File: src/tllbp_init.sv
module tllbp_init #(
    parameter int unsigned DEPTH = 1024
) (
    input  logic                     i_clk,
    input  logic                     i_rst_n,
    output logic                     o_busy,
    output logic [$clog2(DEPTH)-1:0] o_idx
);

    localparam int unsigned IDX_W = $clog2(DEPTH);
    localparam logic [IDX_W-1:0] LAST = IDX_W'(DEPTH - 1);

    logic             r_busy;
    logic [IDX_W-1:0] r_idx;

    // Sweep every entry once after reset
    always_ff @(posedge i_clk) begin
        if (!i_rst_n) begin
            r_busy <= 1'b1;
            r_idx  <= '0;
        end else if (r_busy) begin
            r_idx <= r_idx + 1'b1;
            if (r_idx == LAST) begin
                r_busy <= 1'b0;
            end
        end
    end

    assign o_busy = r_busy;
    assign o_idx  = r_idx;

endmodule

File: config.mk
export PLATFORM = sky130hd
export DESIGN_NAME = tllbp_init
export DESIGN_NICKNAME = d
export VERILOG_FILES = /design/src/tllbp_init.sv
export SDC_FILE = /design/constraint.sdc
export NUM_CORES = 1
export LEC_CHECK = 0
export BUFFER_PORTS_ARGS = -buffer_cell sky130_fd_sc_hd__buf_2
export CORE_AREA = 2 2 39 41
export DETAILED_ROUTE_END_ITERATION = 16
export DIE_AREA = 0 0 41 43
export GPL_ROUTABILITY_DRIVEN = 0
export HOLD_SLACK_MARGIN = 0.06
export SYNTH_ARGS = -nofsm -noshare
export SYNTH_HDL_FRONTEND = slang
export SYNTH_SLANG_ARGS = --single-unit
File: constraint.sdc
create_clock -name i_clk -period 1.42 [get_ports i_clk]
set_clock_uncertainty 0.05 [all_clocks]
set_input_delay 0.142 -clock i_clk [delete_from_list [all_inputs] [get_ports i_clk]]
set_output_delay 0.142 -clock i_clk [all_outputs]
set_load 0.1 [all_outputs]
==> results.json, run 1 <==
{
  "fin_crit_ns": 1.31,
  "cp-startpoint": "o_idx[0]$_SDFFE_PN0P_",
  "cp_top_family": "simple AND/OR/NAND/NOR gates",
  "regArea_um2": 259,
  "yosys_register_bits": 11,
  "finalSetupViolCount": 0,
  "vias_per_cell": 5.14,
  "gr-total-overflow": 0,
  "seqPwrFrac": 0.516,
  "dpl-instance-area_um2": 621,
  "cts_buffer_depth": 2,
  "power_frac_comb": 0.145,
  "dieWidth_um": 41,
  "finalCritPeriodShare": 0.923,
  "synth_cell_types": 20,
  "dieArea_um2": 1760,
  "first_global_vias": 396,
  "io_buffers": 12,
  "drv_slew": 0,
  "track_usage": 0.138,
  "layout-drive-gt1-share": 0.507,
  "crit_buf_inv": 0,
  "synth_fp_nets": 54,
  "synth.avg_cell_area_um2": 9.37,
  "synth_top_area_share": 0.461,
  "critPathSlowestCell": "or4_4",
  "cts_root_buf": "clkbuf_4",
  "async_flop_share": 0,
  "yosysMostFrequentCell": "dfxtp_1",
  "ys_seq_area_frac": 0.461,
  "wl_per_cell_um": 11.4,
  "h-tree-depth": 1,
  "multi_input_area_um2": 287,
  "fillerInstances": 145,
  "p_switching_mw": 0.185,
  "synth.top_cells.by_area": "dfxtp_1 (46%), xor2_1 (5.5%), a21oi_1 (5.2%)",
  "crit_fanout": 4,
  "placeableCoreArea_um2": 1380,
  "synth_common_cells": "dfxtp_1 (11), a21oi_1 (5), nor2_1 (5), nand2_1 (4)",
  "status": "completed",
  "netSwitchingFraction": 0.300,
  "layoutNonFillerInstCount": 83,
  "numCtsBuffers": 3,
  "netlist_instances": 51,
  "syn-cell-area_um2": 478,
  "antenna_found_initial": 0,
  "power.leakage_nw": 0.256,
  "crit_path_start_kind": "flip-flop",
  "cts.sinks": 11,
  "grt_pass1_wl_mm": 1.62,
  "drc": 0,
  "worstPathArrival_ns": 1.45,
  "num_vias": 427,
  "ir_drop_mv": 0.604,
  "power.internal_mw": 0.430,
  "finish.instance_area_um2": 669,
  "ys.flop_type": "dfxtp_1",
  "antenna_left": 0,
  "rsz0062_at_grt": "no",
  "hold_start": "o_idx[9]$_SDFFE_PN0P_",
  "hpwl_um": 712,
  "grt_max_degree": 11,
  "finalSetupTns_ns": 0,
  "slew_headroom": 0.677,
  "slowest_delay_ns": 0.43,
  "cap_violations": 0,
  "finalNetCount": 71,
  "drt_wl_total_um": 950,
  "n_antenna_cell": 0,
  "first_iter_violations": 6,
  "final_hold_viol_count": 0,
  "fp.dieH_um": 43,
  "clk_pin_slew_ns": 0.07,
  "fp-row-count": 14,
  "start_util": 0.345,
  "synth-edff-count": 0,
  "setup.worst_path.end_class": "flip-flop",
  "clkLatencyLatePin_ns": 0.26,
  "top_level_ports": 13,
  "hp-class": "reg2reg",
  "dr.pass1.iters": 4,
  "r2r-start": "o_idx[0]$_SDFFE_PN0P_",
  "power_frac_clock": 0.339,
  "required_ns": 1.56,
  "area_delta_synth_final_pct": 40.1,
  "crit_type": "reg2reg",
  "synth_top_cell_by_area": "dfxtp_1",
  "crit_chain": "ha_4 -> nand3_2 -> or4_4 -> a21oi_2",
  "dp.cells": 78,
  "yosys_warnings": 0,
  "cts_tree": "yes",
  "fmax_ghz": 0.763,
  "worstMarginPinSlew_ns": 0.487,
  "power.density_nw_per_um2": 918
}
==> worst min-delay path: stages (launching register included) <==
cell     delay [ns]
dfxtp_2        0.33
o31ai_1        0.06
a21oi_1        0.06
==> per-stage QoR <==
| step | hold WS (ns) | utilization | power (mW) | setup WS (ns) |
|---|---|---|---|---|
| finish | 0.449 | 0.484 | 0.615 | 0.109 |
| global route | 0.490 | 0.484 | 0.644 | 0.00417 |
| CTS | 0.450 | 0.475 | 0.621 | 0.0783 |
| detailed placement | 0.265 | 0.448 | 0.411 | 0.0787 |
| global placement | 0.260 | 0.448 | 0.408 | 0.130 |
| floorplan | 0.153 | - | 0.395 | -0.0868 |
==> cell type report <==
cell class                      instances  area share
Tap cell                               16      0.0299
Sequential cell                        11       0.387
Multi-Input combinational cell         37       0.428
Timing Repair Buffer                   13       0.105
Clock buffer                            4      0.0393
Inverter                                2      0.0112
==> logic make-up after synthesis <==
| kind of cell | count (synthesis) | synth area share |
|---|---|---|
| AND/OR/NAND/NOR | 20 | 0.262 |
| flip-flops | 11 | 0.461 |
| AO/OA/AOI/OAI | 11 | 0.131 |
| XOR/XNOR | 4 | 0.0733 |
| buffers and inverters | 3 | 0.0262 |
| multiplexers | 1 | 0.0209 |
| adder cells (fa/ha/maj) | 1 | 0.0262 |
==> routing by layer <==
layer	part of all wire	routed length, um	track usage	up-vias
met5	0	0	0	-
met4	0.018	17	0.100	0
met3	0.035	33	0.0314	2
met2	0.45	427	0.184	7
met1	0.50	472	0.186	200
li1	-	-	-	218
==> state kept, by name (all words and copies together), names as in the netlist <==
signal  cells
o_busy      1
o_idx      10
==> repair_timing <==
action,4_1_cts,5_1_grt
gates resized for setup,0,3
hold buffers,1,0
hold endpoints to repair,1,0
endpoints found under the setup margin,0,1
buffers inserted,0,0
==> cells in the final DEF (no fill, tap or decap), types with 2 or more instances in the layout <==
cell       n
a21oi_1    4
buf_2     12
clkbuf_4   3
dfxtp_4   10
nand2_1    4
nand3_1    2
nand4_4    2
nor2_1     5
o21ai_0    3
o31ai_1    3
or3_4      2
xor2_1     3
==> final timing paths <==
check / end / slack [ns] / cells past startpoint
setup reg to reg: o_idx[8]$_SDFFE_PN0P_ / 0.11 / 4
setup / recovery: o_idx[8]$_SDFFE_PN0P_ / 0.11 / 4
hold reg to reg: o_idx[9]$_SDFFE_PN0P_ / 0.45 / 2
hold / removal: o_idx[9]$_SDFFE_PN0P_ / 0.45 / 2
==> power by group through the flow <==
stage,clock network [mW],logic (mW),registers [mW]
floorplan,0,0.0191,0.376
global placement,0,0.0846,0.324
detailed placement,0,0.0871,0.324
CTS,0.215,0.0893,0.317
global route,0.229,0.0951,0.319
finish,0.209,0.0891,0.317
(Power assumes the default switching activity.)
==> run 2, diff against run 1 <==
--- a/config.mk
+++ b/config.mk
@@ -5,6 +5,7 @@
 export SDC_FILE = /design/constraint.sdc
 export NUM_CORES = 1
 export LEC_CHECK = 0
+export ABC_AREA = 1
 export BUFFER_PORTS_ARGS = -buffer_cell sky130_fd_sc_hd__buf_2
 export CORE_AREA = 2 2 39 41
 export DETAILED_ROUTE_END_ITERATION = 16
==> run 2 against run 1 <==
Effect of this change: final area decreased by 8.6%; sequential power increased by 2%; register-to-register slack improved by 0.11 ns; synthesized cell count increased by 35%; critical path type is now reg2out; largest power group unchanged.
==> results.json, run 2 <==
{
  "status": "completed",
  "top_level_ports": 13,
  "drv_slew": 0,
  "drt_wl_total_mm": 1.02,
  "yosys_warnings": 0,
  "num_vias": 473,
  "worstMarginPinSlew_ns": 0.487,
  "rsz0062_at_grt": "no",
  "dieWidth_um": 41,
  "cts_tree": "yes",
  "synth_fp_nets": 72,
  "crit_chain": "buf_2",
  "dr.pass1.iters": 3,
  "hold_depth": 2,
  "final_core_util": 0.442,
  "io_buffers": 12,
  "crit_fanout": 9,
  "antenna_found_initial": 0,
  "slew_headroom": 0.678,
  "clkLatencyLatePin_ns": 0.28,
  "cp.depth": 1,
  "finalSetupViolCount": 0,
  "power.leakage_nw": 0.284,
  "gr-total-overflow": 0,
  "largest_reg_flops": 10,
  "dieArea_um2": 1760,
  "grt_pass1_wl_mm": 1.68,
  "synth_cell_types": 13,
  "hold_start": "i_rst_n",
  "synth.avg_cell_area_um2": 7.09,
  "netlist_instances": 69,
  "setup.worst_path.end_class": "primary output",
  "final_common_cell": "nor2_1",
  "fmax_ghz": 0.750,
  "crit_type": "reg2out",
  "finalNetCount": 88,
  "synth_common_cells": "nor2_1 (15), nand2_1 (12), dfxtp_1 (11), a21oi_1 (7), nand3_1 (7)",
  "drc": 0,
  "h-tree-depth": 1,
  "mostFrequentLayoutCells": "nor2_1 (15), nand2_1 (12), buf_2 (12)",
  "synth.top_cells.by_area": "dfxtp_1 (45%), nor2_1 (12%), nand2_1 (9.2%)",
  "ir_drop_mv": 0.411,
  "ff2ff_path_depth": 6,
  "ys_seq_area_frac": 0.450,
  "placeableCoreArea_um2": 1380,
  "ctsHoldBuffers": 0,
  "required_ns": 1.23,
  "antenna_left": 0,
  "yosysMostFrequentCell": "nor2_1",
  "syn-cell-area_um2": 489,
  "fp.dieH_um": 43,
  "hp-class": "in2reg",
  "reg2reg_to": "o_idx[8]$_SDFFE_PN0P_",
  "fp-row-count": 14,
  "synth_top_cell_by_area": "dfxtp_1",
  "first_iter_violations": 10,
  "power.density_nw_per_um2": 1020,
  "numCtsBuffers": 3,
  "n_antenna_cell": 0,
  "grtUsageMet2": 0.200,
  "fin_crit_ns": 1.33,
  "cts_resized": 0,
  "track_usage": 0.147,
  "final_hold_viol_count": 0,
  "cp_top_family": "buffers and inverters",
  "top_usage_layer": "met2",
  "fillerInstances": 150,
  "ys.flop_type": "dfxtp_1",
  "cts_buffer_depth": 2,
  "use_met3": 0.0628,
  "cts.sinks": 11,
  "synth_top_area_share": 0.450,
  "area_delta_synth_final_pct": 25.1,
  "cts_setup_buffers": 0,
  "yosys_register_bits": 11,
  "layout-drive-gt1-share": 0.333,
  "wl_per_cell_um": 10.2,
  "grtUsageMet1": 0.178,
  "crit_path_start_kind": "flip-flop",
  "setup_ws_ns": 0.0873,
  "grt_max_degree": 12,
  "hold_ws_ns": 0.0909,
  "r2r-start": "o_idx[0]$_SDFFE_PN0P_",
  "worstHoldEndpoint": "o_busy$_SDFF_PN1_",
  "hpwl_um": 737,
  "cap_violations": 0,
  "slowest_delay_ns": 0.45,
  "start_util": 0.354,
  "worstPathArrival_ns": 1.14,
  "dp_slack_ns": 0.232,
  "vias_per_cell": 4.73,
  "synth-edff-count": 0,
  "cts_root_buf": "clkbuf_4",
  "async_flop_share": 0,
  "critPathSlowestCell": "buf_2",
  "crit_buf_inv": 1,
  "finalSetupTns_ns": 0,
  "first_global_vias": 407,
  "clk_pin_slew_ns": 0.07,
  "r2r_setup_slack_ns": 0.22,
  "finalCritPeriodShare": 0.939
}
-- run 2: changes by cell type after synthesis, sizes merged, moves of 3 or more --
cell   before  now
o31ai       3    0
or3         3    0
nand2       4   12
inv         1    6
xor2        3    0
nor2        5   16
nand3       3    8
-- run 2: kinds of logic after synthesis --
family | count (synthesis) | share of synthesized area
simple gates | 39 | 0.355
compound gates | 11 | 0.113
fa+ha+maj | 1 | 0.0256
flops | 11 | 0.450
buf+inv | 7 | 0.0563
-- run 2: where the power goes --
group | switching [mW] | internal, mW | total (mW) | leakage [nW]
Combinational | 0.0674 | 0.0147 | 0.0821 | 0.175
Clock | 0.110 | 0.109 | 0.219 | 0.0150
Sequential | 0.00750 | 0.315 | 0.322 | 0.0943
-- run 2: layout make-up --
type	instances	area, um^2	area share
inverter	6	22.5	0.0368
timing repair buffer	12	60.1	0.0982
sequential	11	241	0.395
clock buffer	4	26.3	0.0429
tap	16	20.0	0.0327
multi-input combinational	51	241	0.395
-- run 2: worst max-delay path by stage --
stage / startpoint / end / slack, ns
2_1_floorplan: o_idx[1]$_SDFFE_PN0P_ / o_idx[6]$_SDFFE_PN0P_ / 0.02
3_3_place_gp: o_idx[0]$_SDFFE_PN0P_ / o_idx[8]$_SDFFE_PN0P_ / 0.28
3_5_place_dp: o_idx[0]$_SDFFE_PN0P_ / o_idx[6]$_SDFFE_PN0P_ / 0.23
4_1_cts: o_busy$_SDFF_PN1_ / o_busy / 0.07
5_1_grt: o_busy$_SDFF_PN1_ / o_busy / 0.04
6_report: o_busy$_SDFF_PN1_ / o_busy / 0.09
-- run 2: metal layers --
metal,part of all wire,vias up,wire [um]
met2,0.45,9,462
met5,0,-,0
met4,0.021,0,21
li1,-,255,-
met1,0.47,207,481
met3,0.054,2,55
-- run 2: stage by stage --
step / instance area, um^2 / total power [mW] / instances
2_1_floorplan: 510 / 0.401 / 69
3_3_place_gp: 586 / 0.412 / 96
3_5_place_dp: 586 / 0.412 / 96
4_1_cts: 612 / 0.635 / 100
5_1_grt: 612 / 0.655 / 100
6_report: 612 / 0.623 / 100
